File: config.mk
export PLATFORM = sky130hd
export DESIGN_NAME = mandelbrot_orbit_plotter
export DESIGN_NICKNAME = d
export VERILOG_FILES = /design/src/rtl/mop_pkg.sv /design/src/rtl/mop_dp.sv /design/src/rtl/mop_ctrl.sv /design/src/rtl/mandelbrot_orbit_plotter.sv
export SDC_FILE = /design/constraint.sdc
export NUM_CORES = 2
export LEC_CHECK = 0
export ABC_AREA = 1
export BUFFER_PORTS_ARGS = -buffer_cell sky130_fd_sc_hd__buf_2
export CAP_MARGIN = 10
export CORE_MARGIN = 4
export CORE_UTILIZATION = 37
export CTS_CLUSTER_SIZE = 10
export DETAILED_ROUTE_END_ITERATION = 10
export PLACE_DENSITY = 0.64
export SLEW_MARGIN = 40
export SYNTH_ARGS = -nofsm -noshare
export SYNTH_HDL_FRONTEND = slang
export SYNTH_SLANG_ARGS = --single-unit
File: constraint.sdc
create_clock -name clk -period 14.01 [get_ports clk]
set_clock_uncertainty 0.1 [all_clocks]
set_input_delay 0.7005 -clock clk [delete_from_list [all_inputs] [get_ports clk]]
set_output_delay 0.7005 -clock clk [all_outputs]
set_load 0.005 [all_outputs]
File: src/rtl/mop_pkg.sv
`default_nettype none
// ----------------------------------------------------------------------------
// mop_pkg
// Shared types, constants and helpers of the Mandelbrot orbit plotter.
// ----------------------------------------------------------------------------
package mop_pkg;

    // fixed-point format and plot mapping
    localparam int FRAC_BITS  = 27;
    localparam int PLOT_SCALE = 250;
    localparam int SCREEN_MAX = 4096;

    // color polynomial weights (9, 15 and 17 times 255; the blue product is halved once more, giving 8.5)
    localparam int RED_WEIGHT   = 2295;
    localparam int GREEN_WEIGHT = 3825;
    localparam int BLUE_WEIGHT  = 4335;

    // divider length: one quotient bit per step, Q0.16 result
    localparam int DIV_STEPS = 16;

    // configuration register indexes
    localparam logic [1:0] CFG_LIMIT  = 2'd0;
    localparam logic [1:0] CFG_WIDTH  = 2'd1;
    localparam logic [1:0] CFG_HEIGHT = 2'd2;

    // result status codes
    localparam logic [1:0] STAT_PLOT = 2'd0;
    localparam logic [1:0] STAT_OFF  = 2'd1;
    localparam logic [1:0] STAT_ESC  = 2'd2;
    localparam logic [1:0] STAT_IDLE = 2'd3;

    typedef enum logic [4:0] {
        OP_NONE,
        OP_START,
        OP_IDLE_RES,
        OP_SQ_RR,
        OP_SQ_II,
        OP_SQ_RI,
        OP_ZNEW,
        OP_MAG_R,
        OP_MAG_I,
        OP_ESC,
        OP_CNT,
        OP_PIX_X,
        OP_PIX_Y,
        OP_DIV,
        OP_UT,
        OP_TT,
        OP_UU,
        OP_PR,
        OP_PG,
        OP_PB,
        OP_CR,
        OP_CG,
        OP_CB
    } op_t;

    typedef enum logic [4:0] {
        ST_IDLE,
        ST_RR,
        ST_II,
        ST_RI,
        ST_ZNEW,
        ST_MR,
        ST_MI,
        ST_ESC,
        ST_PX,
        ST_PY,
        ST_DIV,
        ST_UT,
        ST_TT,
        ST_UU,
        ST_PR,
        ST_PG,
        ST_PB,
        ST_CR,
        ST_CG,
        ST_CB,
        ST_WRITE
    } state_t;

    typedef struct packed {
        op_t  op;
        logic load_out;
    } cmd_t;

    typedef struct packed {
        logic active;
        logic escape;
        logic at_limit;
    } stat_t;

    // saturate a wide signed value to 32 bits
    function automatic logic signed [31:0] sat32(input logic signed [64:0] v);
        logic signed [31:0] r;
        if (v > 65'sd2147483647)
            r = 32'sh7FFFFFFF;
        else if (v < -65'sd2147483648)
            r = 32'sh80000000;
        else
            r = v[31:0];
        return r;
    endfunction

    // clamp a color channel to one byte
    function automatic logic [7:0] clamp255(input logic [31:0] v);
        logic [7:0] r;
        r = (v > 32'd255) ? 8'd255 : v[7:0];
        return r;
    endfunction

endpackage
`default_nettype wire

File: src/rtl/mop_dp.sv
`default_nettype none
// ----------------------------------------------------------------------------
// mop_dp
// Datapath: orbit state, shared multiplier, divider, pixel map, result regs.
// ----------------------------------------------------------------------------
module mop_dp (
    input  wire                 clk,
    input  wire                 rst_n,
    input  mop_pkg::cmd_t       cmd,
    output mop_pkg::stat_t      stat,
    input  wire                 cfg_we,
    input  wire  [1:0]          cfg_index,
    input  wire  [15:0]         cfg_data,
    input  wire  signed [31:0]  in_real,
    input  wire  signed [31:0]  in_imag,
    output logic [1:0]          out_status,
    output logic [11:0]         out_x,
    output logic [11:0]         out_y,
    output logic [23:0]         out_color,
    output logic                out_done
);
    import mop_pkg::*;

    logic [15:0]        limit_reg;
    logic [12:0]        width_reg;
    logic [12:0]        height_reg;
    logic signed [31:0] zr_reg, zi_reg, cr_reg, ci_reg;
    logic [15:0]        cnt_reg;
    logic               active_reg;
    logic               lim_reg;

    logic signed [63:0] p0_reg, p1_reg, p2_reg;
    logic [31:0]        h0_reg, h1_reg, h2_reg;
    logic [15:0]        rem_reg, q_reg;
    logic [11:0]        xq_reg;
    logic               xok_reg;

    logic [1:0]         res_status_reg;
    logic [11:0]        res_x_reg, res_y_reg;
    logic [23:0]        res_color_reg;
    logic               res_done_reg;

    // shared multiplier
    logic signed [33:0] mul_a, mul_b;
    logic signed [67:0] mul_p;
    logic signed [63:0] mul_lo;
    logic [16:0]        u_val;

    assign u_val = 17'd65536 - {1'b0, q_reg};

    always_comb
    begin
        mul_a = '0;
        mul_b = '0;
        case (cmd.op)
            OP_SQ_RR, OP_MAG_R:
            begin
                mul_a = 34'(zr_reg);
                mul_b = 34'(zr_reg);
            end
            OP_SQ_II, OP_MAG_I:
            begin
                mul_a = 34'(zi_reg);
                mul_b = 34'(zi_reg);
            end
            OP_SQ_RI:
            begin
                mul_a = 34'(zr_reg);
                mul_b = 34'(zi_reg);
            end
            OP_PIX_X:
            begin
                mul_a = 34'(zr_reg);
                mul_b = 34'(PLOT_SCALE);
            end
            OP_PIX_Y:
            begin
                mul_a = 34'(zi_reg);
                mul_b = 34'(PLOT_SCALE);
            end
            OP_UT:
            begin
                mul_a = {17'd0, u_val};
                mul_b = {18'd0, q_reg};
            end
            OP_TT:
            begin
                mul_a = {18'd0, q_reg};
                mul_b = {18'd0, q_reg};
            end
            OP_UU:
            begin
                mul_a = {17'd0, u_val};
                mul_b = {17'd0, u_val};
            end
            OP_PR:
            begin
                mul_a = {1'b0, p0_reg[32:0]};
                mul_b = {1'b0, p1_reg[32:0]};
            end
            OP_PG:
            begin
                mul_a = {1'b0, p2_reg[32:0]};
                mul_b = {1'b0, p1_reg[32:0]};
            end
            OP_PB:
            begin
                mul_a = {1'b0, p2_reg[32:0]};
                mul_b = {1'b0, p0_reg[32:0]};
            end
            OP_CR:
            begin
                mul_a = {2'd0, h0_reg};
                mul_b = 34'(RED_WEIGHT);
            end
            OP_CG:
            begin
                mul_a = {2'd0, h1_reg};
                mul_b = 34'(GREEN_WEIGHT);
            end
            OP_CB:
            begin
                mul_a = {2'd0, h2_reg};
                mul_b = 34'(BLUE_WEIGHT);
            end
            default:
            begin
                mul_a = '0;
                mul_b = '0;
            end
        endcase
    end

    assign mul_p  = mul_a * mul_b;
    assign mul_lo = mul_p[63:0];

    // next z: floor-shifted products plus c, saturated
    logic signed [64:0] re_diff, re_sum, im_sum;
    assign re_diff = 65'(p0_reg) - 65'(p1_reg);
    assign re_sum  = (re_diff >>> FRAC_BITS) + 65'(cr_reg);
    assign im_sum  = (65'(p2_reg) >>> (FRAC_BITS - 1)) + 65'(ci_reg);

    // escape test on the squared magnitudes
    logic [64:0] mag2;
    assign mag2        = {1'b0, p0_reg} + {1'b0, p1_reg};
    assign stat.escape = mag2 > (65'd1 << (2 * FRAC_BITS + 2));
    assign stat.active = active_reg;
    assign stat.at_limit = lim_reg;

    // counter advance
    logic [15:0] cnt_inc;
    logic        at_lim;
    assign cnt_inc = cnt_reg + 16'd1;
    assign at_lim  = cnt_inc >= limit_reg;

    // pixel map, truncating toward zero
    logic [12:0]        w_eff, h_eff, pix_size;
    logic signed [63:0] pix_a, pix_v, pix_q;
    logic               pix_ok;

    assign w_eff = (width_reg  > 13'(SCREEN_MAX)) ? 13'(SCREEN_MAX) : width_reg;
    assign h_eff = (height_reg > 13'(SCREEN_MAX)) ? 13'(SCREEN_MAX) : height_reg;

    always_comb
    begin
        if (cmd.op == OP_PIX_Y)
        begin
            pix_a    = -mul_lo;
            pix_size = h_eff;
        end
        else
        begin
            pix_a    = mul_lo;
            pix_size = w_eff;
        end
        pix_v = pix_a + (signed'(64'(pix_size >> 1)) <<< FRAC_BITS);
        if (pix_v < 0)
            pix_q = (pix_v + signed'((64'd1 << FRAC_BITS) - 64'd1)) >>> FRAC_BITS;
        else
            pix_q = pix_v >>> FRAC_BITS;
        pix_ok = !pix_q[63] && (pix_q < signed'(64'(pix_size)));
    end

    // restoring divider step
    logic [16:0] div_r2;
    logic        div_ge;
    assign div_r2 = {rem_reg, 1'b0};
    assign div_ge = div_r2 >= {1'b0, limit_reg};

    // configuration, orbit state and results
    always_ff @(posedge clk or negedge rst_n)
    begin
        if (!rst_n)
        begin
            limit_reg      <= 16'd500;
            width_reg      <= 13'd800;
            height_reg     <= 13'd600;
            zr_reg         <= '0;
            zi_reg         <= '0;
            cr_reg         <= '0;
            ci_reg         <= '0;
            cnt_reg        <= '0;
            active_reg     <= 1'b0;
            lim_reg        <= 1'b0;
            res_status_reg <= STAT_IDLE;
            res_x_reg      <= '0;
            res_y_reg      <= '0;
            res_color_reg  <= '0;
            res_done_reg   <= 1'b0;
        end
        else
        begin
            if (cfg_we)
            begin
                unique case (cfg_index)
                    CFG_LIMIT:  limit_reg  <= cfg_data;
                    CFG_WIDTH:  width_reg  <= cfg_data[12:0];
                    CFG_HEIGHT: height_reg <= cfg_data[12:0];
                    default:    ;
                endcase
            end
            case (cmd.op)
                OP_START:
                begin
                    cr_reg         <= in_real;
                    ci_reg         <= in_imag;
                    zr_reg         <= '0;
                    zi_reg         <= '0;
                    cnt_reg        <= '0;
                    active_reg     <= 1'b1;
                    res_status_reg <= STAT_IDLE;
                    res_x_reg      <= '0;
                    res_y_reg      <= '0;
                    res_color_reg  <= '0;
                    res_done_reg   <= 1'b0;
                end
                OP_IDLE_RES:
                begin
                    res_status_reg <= STAT_IDLE;
                    res_x_reg      <= '0;
                    res_y_reg      <= '0;
                    res_color_reg  <= '0;
                    res_done_reg   <= 1'b0;
                end
                OP_ZNEW:
                begin
                    zr_reg <= sat32(re_sum);
                    zi_reg <= sat32(im_sum);
                end
                OP_ESC:
                begin
                    active_reg     <= 1'b0;
                    res_status_reg <= STAT_ESC;
                    res_x_reg      <= '0;
                    res_y_reg      <= '0;
                    res_color_reg  <= '0;
                    res_done_reg   <= 1'b1;
                end
                OP_CNT:
                begin
                    cnt_reg       <= cnt_inc;
                    lim_reg       <= at_lim;
                    res_done_reg  <= at_lim;
                    res_color_reg <= '0;
                    if (at_lim)
                        active_reg <= 1'b0;
                end
                OP_PIX_Y:
                begin
                    if (xok_reg && pix_ok)
                    begin
                        res_status_reg <= STAT_PLOT;
                        res_x_reg      <= xq_reg;
                        res_y_reg      <= pix_q[11:0];
                    end
                    else
                    begin
                        res_status_reg <= STAT_OFF;
                        res_x_reg      <= '0;
                        res_y_reg      <= '0;
                    end
                end
                OP_CR: res_color_reg[23:16] <= clamp255(mul_lo[63:32]);
                OP_CG: res_color_reg[15:8]  <= clamp255(mul_lo[63:32]);
                OP_CB: res_color_reg[7:0]   <= clamp255({1'b0, mul_lo[63:33]});
                default: ;
            endcase
        end
    end

    // working products and divider
    always_ff @(posedge clk)
    begin
        case (cmd.op)
            OP_SQ_RR, OP_MAG_R, OP_UT: p0_reg <= mul_lo;
            OP_SQ_II, OP_MAG_I, OP_TT: p1_reg <= mul_lo;
            OP_SQ_RI, OP_UU:           p2_reg <= mul_lo;
            OP_PR: h0_reg <= mul_lo[63:32];
            OP_PG: h1_reg <= mul_lo[63:32];
            OP_PB: h2_reg <= mul_lo[63:32];
            OP_CNT:
            begin
                rem_reg <= cnt_inc;
                q_reg   <= '0;
            end
            OP_DIV:
            begin
                rem_reg <= div_ge ? 16'(div_r2 - {1'b0, limit_reg}) : div_r2[15:0];
                q_reg   <= {q_reg[14:0], div_ge};
            end
            OP_PIX_X:
            begin
                xq_reg  <= pix_q[11:0];
                xok_reg <= pix_ok;
            end
            default: ;
        endcase
    end

    // output register
    always_ff @(posedge clk)
    begin
        if (cmd.load_out)
        begin
            out_status <= res_status_reg;
            out_x      <= res_x_reg;
            out_y      <= res_y_reg;
            out_color  <= res_color_reg;
            out_done   <= res_done_reg;
        end
    end

endmodule
`default_nettype wire

File: src/rtl/mop_ctrl.sv
`default_nettype none
// ----------------------------------------------------------------------------
// mop_ctrl
// Controller: sequences the datapath for each item and runs the handshakes.
// ----------------------------------------------------------------------------
module mop_ctrl (
    input  wire             clk,
    input  wire             rst_n,
    input  wire             s_tvalid,
    output logic            s_tready,
    input  wire             kind,
    output logic            m_tvalid,
    input  wire             m_tready,
    input  mop_pkg::stat_t  stat,
    output mop_pkg::cmd_t   cmd
);
    import mop_pkg::*;

    localparam int DIV_W = $clog2(DIV_STEPS);

    state_t             state_reg, state_next;
    logic [DIV_W-1:0]   div_cnt_reg, div_cnt_next;
    logic               out_valid_reg, out_valid_next;

    // hold state, divider count and output valid
    always_ff @(posedge clk or negedge rst_n)
    begin
        if (!rst_n)
        begin
            state_reg     <= ST_IDLE;
            div_cnt_reg   <= '0;
            out_valid_reg <= 1'b0;
        end
        else
        begin
            state_reg     <= state_next;
            div_cnt_reg   <= div_cnt_next;
            out_valid_reg <= out_valid_next;
        end
    end

    // next state and commands
    always_comb
    begin
        state_next   = state_reg;
        div_cnt_next = div_cnt_reg;
        cmd.op       = OP_NONE;
        cmd.load_out = 1'b0;
        s_tready     = 1'b0;
        unique case (state_reg)
            ST_IDLE:
            begin
                s_tready = 1'b1;
                if (s_tvalid)
                begin
                    if (!kind)
                    begin
                        cmd.op     = OP_START;
                        state_next = ST_WRITE;
                    end
                    else if (!stat.active)
                    begin
                        cmd.op     = OP_IDLE_RES;
                        state_next = ST_WRITE;
                    end
                    else
                        state_next = ST_RR;
                end
            end
            ST_RR:   begin cmd.op = OP_SQ_RR; state_next = ST_II;   end
            ST_II:   begin cmd.op = OP_SQ_II; state_next = ST_RI;   end
            ST_RI:   begin cmd.op = OP_SQ_RI; state_next = ST_ZNEW; end
            ST_ZNEW: begin cmd.op = OP_ZNEW;  state_next = ST_MR;   end
            ST_MR:   begin cmd.op = OP_MAG_R; state_next = ST_MI;   end
            ST_MI:   begin cmd.op = OP_MAG_I; state_next = ST_ESC;  end
            ST_ESC:
            begin
                if (stat.escape)
                begin
                    cmd.op     = OP_ESC;
                    state_next = ST_WRITE;
                end
                else
                begin
                    cmd.op     = OP_CNT;
                    state_next = ST_PX;
                end
            end
            ST_PX:   begin cmd.op = OP_PIX_X; state_next = ST_PY; end
            ST_PY:
            begin
                cmd.op       = OP_PIX_Y;
                div_cnt_next = '0;
                state_next   = stat.at_limit ? ST_WRITE : ST_DIV;
            end
            ST_DIV:
            begin
                cmd.op       = OP_DIV;
                div_cnt_next = div_cnt_reg + 1'b1;
                if (div_cnt_reg == DIV_W'(DIV_STEPS - 1))
                    state_next = ST_UT;
            end
            ST_UT: begin cmd.op = OP_UT; state_next = ST_TT; end
            ST_TT: begin cmd.op = OP_TT; state_next = ST_UU; end
            ST_UU: begin cmd.op = OP_UU; state_next = ST_PR; end
            ST_PR: begin cmd.op = OP_PR; state_next = ST_PG; end
            ST_PG: begin cmd.op = OP_PG; state_next = ST_PB; end
            ST_PB: begin cmd.op = OP_PB; state_next = ST_CR; end
            ST_CR: begin cmd.op = OP_CR; state_next = ST_CG; end
            ST_CG: begin cmd.op = OP_CG; state_next = ST_CB; end
            ST_CB: begin cmd.op = OP_CB; state_next = ST_WRITE; end
            ST_WRITE:
            begin
                cmd.load_out = !out_valid_reg || m_tready;
                if (cmd.load_out)
                    state_next = ST_IDLE;
            end
            default: state_next = ST_IDLE;
        endcase
    end

    // set on load, drop after the output transfer
    always_comb
    begin
        if (cmd.load_out)
            out_valid_next = 1'b1;
        else if (m_tready)
            out_valid_next = 1'b0;
        else
            out_valid_next = out_valid_reg;
    end

    assign m_tvalid = out_valid_reg;

endmodule
`default_nettype wire

File: src/rtl/mandelbrot_orbit_plotter.sv
`default_nettype none
// ----------------------------------------------------------------------------
// mandelbrot_orbit_plotter
// Iterates z = z*z + c in Q4.27 and emits one plot result per input item.
// ----------------------------------------------------------------------------
// One item is worked at a time and every item yields one result. A start item
// or a step with no active orbit goes straight to the output register;
// escaping, limit-reaching and colored steps end after the escape test, the
// pixel map and color polynomial, on one 34x34 multiplier used once per cycle
// and a restoring divider that produces one bit of t per cycle. A finished
// result waits in the output register while the next item is taken.
module mandelbrot_orbit_plotter (
    input  wire         clk,
    input  wire         rst_n,
    input  wire         cfg_we,
    input  wire  [1:0]  cfg_index,
    input  wire  [15:0] cfg_data,
    input  wire         s_tvalid,
    output logic        s_tready,
    input  wire  [63:0] s_tdata,   // point_real[31:0], point_imag[63:32]
    input  wire  [0:0]  s_tuser,   // kind[0]
    output logic        m_tvalid,
    input  wire         m_tready,
    output logic [47:0] m_tdata,   // pixel_x[11:0], pixel_y[23:12], color[47:24]
    output logic [1:0]  m_tuser,   // status[1:0]
    output logic        m_tlast    // orbit_done
);
    import mop_pkg::*;

    cmd_t        cmd;
    stat_t       stat;
    logic [11:0] out_x, out_y;
    logic [23:0] out_color;

    mop_ctrl u_ctrl (
        .clk      (clk),
        .rst_n    (rst_n),
        .s_tvalid (s_tvalid),
        .s_tready (s_tready),
        .kind     (s_tuser[0]),
        .m_tvalid (m_tvalid),
        .m_tready (m_tready),
        .stat     (stat),
        .cmd      (cmd)
    );

    mop_dp u_dp (
        .clk        (clk),
        .rst_n      (rst_n),
        .cmd        (cmd),
        .stat       (stat),
        .cfg_we     (cfg_we),
        .cfg_index  (cfg_index),
        .cfg_data   (cfg_data),
        .in_real    (s_tdata[31:0]),
        .in_imag    (s_tdata[63:32]),
        .out_status (m_tuser),
        .out_x      (out_x),
        .out_y      (out_y),
        .out_color  (out_color),
        .out_done   (m_tlast)
    );

    assign m_tdata = {out_color, out_y, out_x};

endmodule
`default_nettype wire
* Word level (Yosys, flattened, before mapping) *
Cells that the tools add are included.
W data, S select, Z words.

word-level totals
  register bits after elaboration = 633
  latch bits = 0
  memory bits (writable) = 0
  memory bits (read-only) = 0
  input port bits = 88
  output and inout bits = 53
  logic and storage cells = 197
  memories kept = 0

operators by class
  $add $sub $neg = 11
  $mul = 1
  divide/modulo/power cells = 0
  magnitude comparators = 13
  eq/ne operators = 49
  shift operators = 0
  muxes and demuxes = 49
  bitwise gates (word level) = 0
  reductions and logical operators = 39

operators with widths
  cell                      number
  $pmux W34 S10             1
  $pmux W34 S9              1
  $gt A65 B32 Y1 const B    2
  $lt A65 B32 Y1 const B    2
  $mux W32                  4
  $mux W64                  2
  $pmux W32 S2              2
  $pmux W5 S21              1
  $pmux W5 S20              1
  $pmux W16 S2              3
  $eq A5 B4 Y1 const B      16
  $add A38 B32 Y39          2
  $add A64 B64 Y65          1
  $gt A65 B57 Y1 const B    1
  $sub A64 B64 Y65          1
  $add A64 B28 Y64 const B  1
  $add A64 B40 Y64          1
  $lt A64 B1 Y1 const B     1
  $lt A64 B14 Y1            1
  $mul A34 B34 Y64          1
  $neg A64 Y64              1
  $eq A5 B5 Y1 const B      12
  $pmux W12 S2              2
  $pmux W8 S2               3
  39 further kinds          99

* Longest topological paths before layout *
  depth in word-level cells = 18
  mapped depth = 88
  gate-level depth less buffers = 83

* Cells and area by module *
Synthesis repeated with hierarchy kept, for this count alone.

second synthesis, totals
  cells, all modules = 10861
  area total of the unflattened synthesis = 85406.9 um2

by module, submodules not included
  module    times used  cells each  area an instance (um2)  seq. area each (um2)
  mop_dp    1           10727       84553.6                 17530.6
  mop_ctrl  1           134         853.3                   250.2

* Worst setup path after synthesis *
Ideal clock, no wire load.

  kind = reg-to-reg
  start = register u_ctrl.state_reg[3]
  end = register u_dp.res_x_reg[10]
  library setup time = 66 ps
  arrival = 13453 ps
  data required time = 13844 ps
  slack = 392 ps
  stages on the path, launching flop included = 73
  path buffers = 6
  period minus slack after synthesis = 13618 ps
  cells stage by stage = dfrtp_1 > nor2_4 > nand3_4 > inv_1 > clkbuf_1 > buf_1 > a22oi_1 > nand2_1 > clkbuf_1 > nand2_1 > fa_1 > inv_1 > fa_1 > inv_1 > fa_1 > fa_1 > fa_1 > inv_1 > [37 not listed] > nand3_1 > nand2_2 > buf_6 > buf_6 > nand3_1 > nor2_1 > xor2_1 > inv_1 > ha_1 > nand2_1 > inv_1 > o21ai_0 > a21oi_1 > nand3b_1 > nor2_4 > buf_6 > nand4_1 > nand2_1

on the way
  word-level cells in the longest chain between the ends = 16
  elaborated cells between the ends (all ways) = 67
  those cells by class = 3 x add/sub; 1 x mul; 2 x order compare; 38 x eq/ne; 8 x mux; 15 x reduce/logical

ends and longest elaborated chain
  what                                                       RTL line                      RTL
  start, declared                                            mop_ctrl.sv:21                state_t state_reg, state_next;
  start signal, assigned                                     mop_ctrl.sv:36                state_reg <= state_next;
  $eq A5 B5 Y1 (tied with other cells)                       mop_ctrl.sv:50                unique case (state_reg)
  $pmux W5 S20 *                                             mop_ctrl.sv:50
  $eq A5 B2 Y1 (tied with other cells)                       mop_dp.sv:55                  case (cmd.op)
  $reduce_or A4 Y1 (no source line) (tied with other cells)  -
  $pmux W34 S9 / $pmux W34 S10 (equally long branches)       mop_dp.sv:55
  $mul A34 B34 Y64                                           mop_dp.sv:134                 assign mul_p = mul_a * mul_b;
  $neg A64 Y64                                               mop_dp.sv:168                 pix_a = -mul_lo;
  $mux W64                                                   mop_dp.sv:166                 if (cmd.op == OP_PIX_Y)
  $add A64 B40 Y64 *                                         mop_dp.sv:176                 pix_v = pix_a + (signed'(64'(pix_size >> 1)) <<< FRAC_BITS);
  $add A64 B28 Y64 / $lt A64 B1 Y1 (equally long branches)   mop_dp.sv:178, mop_dp.sv:177
  $mux W64 *                                                 mop_dp.sv:177                 if (pix_v < 0)
  via u_dp.pix_q[11]                                         mop_dp.sv:158                 logic signed [63:0] pix_a, pix_v, pix_q;
  $lt A64 B14 Y1 *                                           mop_dp.sv:181                 pix_ok = !pix_q[63] && (pix_q < signed'(64'(pix_size)));
  $logic_and A1 B1 Y1 *                                      mop_dp.sv:181
  $logic_and A1 B1 Y1 *                                      mop_dp.sv:270                 if (xok_reg && pix_ok)
  $mux W12 *                                                 mop_dp.sv:270
  $pmux W12 S2 *                                             mop_dp.sv:222                 case (cmd.op)
  end signal, assigned                                       mop_dp.sv:273                 res_x_reg <= xq_reg;
  end, declared                                              mop_dp.sv:39                  logic [11:0] res_x_reg, res_y_reg;

Mark *: on every way through the listed nets, which the timed path passes. The rest lies on a longest branch.
A chain may end at the register's enable or synchronous reset.

* Worst setup path after layout *
  start = register u_ctrl.state_reg[4]
  end = register u_dp.res_y_reg[7]

on the way
  word-level cells in the longest chain between the ends = 16
  elaborated cells between the ends (all ways) = 67
  those cells by class = 3 x add/sub; 1 x mul; 2 x order compare; 38 x eq/ne; 8 x mux; 15 x reduce/logical

ends and longest elaborated chain
  what                                                       RTL line                      RTL
  $eq A5 B5 Y1 (tied with other cells)                       mop_ctrl.sv:50
  $pmux W5 S20 *                                             mop_ctrl.sv:50
  $eq A5 B2 Y1 (tied with other cells)                       mop_dp.sv:55
  $reduce_or A4 Y1 (no source line) (tied with other cells)  -
  $pmux W34 S9 / $pmux W34 S10 (equally long branches)       mop_dp.sv:55
  $mul A34 B34 Y64 *                                         mop_dp.sv:134
  via u_dp.mul_p[16]                                         mop_dp.sv:45                  logic signed [67:0] mul_p;
  $neg A64 Y64                                               mop_dp.sv:168
  [2 not listed]                                             -
  $add A64 B28 Y64 / $lt A64 B1 Y1 (equally long branches)   mop_dp.sv:178, mop_dp.sv:177
  $mux W64 *                                                 mop_dp.sv:177
  via u_dp.pix_q[9]                                          mop_dp.sv:158
  $lt A64 B14 Y1 *                                           mop_dp.sv:181
  $logic_and A1 B1 Y1 *                                      mop_dp.sv:181
  $logic_and A1 B1 Y1 *                                      mop_dp.sv:270
  $mux W12 *                                                 mop_dp.sv:270
  $pmux W12 S2 *                                             mop_dp.sv:222
  end signal, assigned                                       mop_dp.sv:274                 res_y_reg <= pix_q[11:0];
  end, declared                                              mop_dp.sv:39

Marked as above.

==> results.cfg <==
[run_status]
status = completed

[worst_hold_path]
holdCritStartpoint = m_tready
hp-class = in2reg

[setup_path]
regToRegSetupSlack_ps = 570
cpMaxStageDelayCell = sky130_fd_sc_hd__fa_2
cp_slowest_stage_delay_ps = 660
reg2reg_depth = 73
cp-endpoint = u_dp.res_y_reg[7]
worst_setup_path_end_kind = register
worstPathRequired_ps = 14550
worstPathMaxFanout = 13
cp_data_arrival_time_ps = 13980
crit_reg_reg_endpoint = u_dp.res_y_reg[7]
crit_start = u_ctrl.state_reg[4]
worstReg2RegStart = u_ctrl.state_reg[4]
criticalPathCategory = reg2reg
startpoint_type = register
critical_path.most_common_cell = sky130_fd_sc_hd__nand2_1

[clock_network]
path_clk_slew_ps = 60
cts.path.max_buffers = 3
clkLatencyLatePin_ps = 700
clk_root_buffer_cell = sky130_fd_sc_hd__clkbuf_16
cts_tree = yes
clock_sink_count = 633
cts_buffers = 75
clock_tree.htree_level_count = 3

[route]
drt_first_iter_violations = 8164
wl_per_cell_um = 21.3
vias_per_cell = 5.14
dr_total_vias = 76976
drt_pass1_iterations = 6
postRouteWirelength_mm = 318
drc = 0
detail-route-antenna-nets = 0

[die]
die-area_um2 = 242000
initial_core_util = 0.372
core.rowCount = 177
core_area_um2 = 233000
chipWidth_um = 492
dieHeight_um = 492
ioPinCount = 141

[sta]
finalSetupViolCount = 0
min_period_over_period = 0.959
tightestPinTransition_ps = 844
fin_ws_ps = 570
max_transition_viols_final = 0
hold_viol = 0
maximum_frequency_from_static_timing_analysis_mhz = 74.4
final.setup.tns_ps = 0
relSlewSlack = 0.432
layout_min_cycle_time_ps = 13440

[global_routing]
grt_first_pass_wirelength_mm = 478
global_route.usage.met2 = 0.388
met3_usage = 0.0583
grt_max_degree = 91
use_met1 = 0.374
first_global_vias = 75013
number_of_antenna_violations_at_the_first_check_in_global_routing = 14
grt.overflow.total = 0
gr-usage-all-layers = 0.260
globalRoute.busiestLayer = met2

[logic_synthesis]
yosys_warnings = 0
avgSynthCellArea_um2 = 7.73
synth_fp_nets = 12943
synth.cell_area_um2 = 86500
ys_seq_elements = 633
synth_edf_count = 384
post-synth-top-area-fraction = 0.277
synth_sequential_area_ratio = 0.206
synth_flop_cell = sky130_fd_sc_hd__edfxtp_1
post_synth_cell_types = 74
synthTopCellsByArea = sky130_fd_sc_hd__fa_1 28%, sky130_fd_sc_hd__edfxtp_1 13%, sky130_fd_sc_hd__nand2_1 12%, sky130_fd_sc_hd__inv_1 12%, sky130_fd_sc_hd__dfrtp_1 6.8%
synth_area_leader_cell = sky130_fd_sc_hd__fa_1
ffs_w_async_s_r_synth = 0.393
synthesized_instance_count = 11195

[placed_design]
dp_hpwl_mm = 264
gp_routability_congestion = 1.02
place_ws_ps = -8.22
placed_area_um2 = 95600
port_buffers = 140

[run]
timing.max_cap.violations = 0

[finish]
finish.instance_area_um2 = 99600
layout_common_cells = 2733 x sky130_fd_sc_hd__nand2_1, 2653 x sky130_fd_sc_hd__inv_1, 1177 x sky130_fd_sc_hd__fa_1
layout.core_utilization = 0.429
layout.cells.most_common = sky130_fd_sc_hd__nand2_1
area_growth_syn_to_layout_pct = 15.2
final_nets = 13595
layout_cell_share_with_drive_strength_beyond_1 = 0.127
## layer usage
layer / up-vias / routed length [µm]
met2: 3546 / 135000
met3: 518 / 33600
met1: 37697 / 136000
met5: - / 13
li1: 35213 / -
met4: 2 / 13100
## worst min-delay path by stage
| stage | slack, ps | end | depth (start not counted) |
|---|---|---|---|
| 2_1_floorplan | 300 | u_ctrl.div_cnt_reg[0] | 0 |
| 3_3_place_gp | 330 | u_dp.out_color[11] | 0 |
| 3_5_place_dp | 330 | u_dp.out_color[21] | 0 |
| 4_1_cts | 80 | u_ctrl.m_tvalid | 2 |
| 5_1_grt | 110 | u_dp.cr_reg[22] | 3 |
| 6_report | 110 | u_ctrl.m_tvalid | 2 |
## critical path: cells and delay by family, from the launching register on
family / cells / cell delay, ps
and+or+nand+nor: 34 / 3960
xor gates and xnor gates: 2 / 440
AOI/OAI and AO/OA: 8 / 1120
DFF: 1 / 450
adders and majority gates: 11 / 4910
buffers and inverters: 18 / 2340
## cells by family (layout without fill, tap and decap cells)
family / after synthesis / after routing / share of synthesized area
other: 0 / 15 / 0
xor gates and xnor gates: 251 / 251 / 0.0256
DFF: 633 / 633 / 0.206
and+or+nand+nor: 4439 / 4439 / 0.213
adders and majority gates: 1660 / 1660 / 0.344
buffers and inverters: 3096 / 3808 / 0.135
AOI/OAI and AO/OA: 1116 / 1116 / 0.0769
## synthesized netlist by cell type (all sizes together), types with 12 or more instances
cell type and number:
a21oi 420, nand4 138, o2111ai 20, nand3b 18, nand2 2838, o221ai 16
clkbuf 289, o31ai 20, o22ai 54, xor2 180, xnor2 71, nand3 342
clkinv 15, o21ai 306, o211ai 69, a21boi 12, ha 463, dfstp 15
edfxtp 384, a22o 25, inv 2739, a22oi 20, nor4 23, o21a 14
fa 1197, nor3 76, a211oi 21, o21bai 14, dfrtp 234, a221oi 51
or2 20, nor2 965, a31oi 27, buf 53
## layout make-up
class,instances,area (µm²)
multi-input cells,7466,58300
clock buffers,125,2110
repair inverters,3,20.0
repair buffers,914,6930
inverters,2754,10400
clock inverters,12,282
diodes,15,37.5
well taps,3043,3810
flip-flops and latches,633,17800
fillers,23549,133000
## through the flow
stage | hold slack (ps) | std cells
detailed placement | 332 | 14753
finish | 113 | 14965
global route | 106 | 14951
CTS | 77.1 | 14891
floorplan | 305 | 11195
global placement | 330 | 14753
## what timing repair did
item | CTS | global route
pin swaps | 0 | 96
setup buffers | 0 | 53
hold buffers | 1 | 0
cloned | 0 | 5
hold endpoints to repair | 76 | 0
gates resized for setup | 5 | 297
endpoints found under the setup margin | 26 | 34
Power is left out: the tool's default activity adds up to more than one toggle a clock period on the data nets, which glitch-free logic cannot reach.
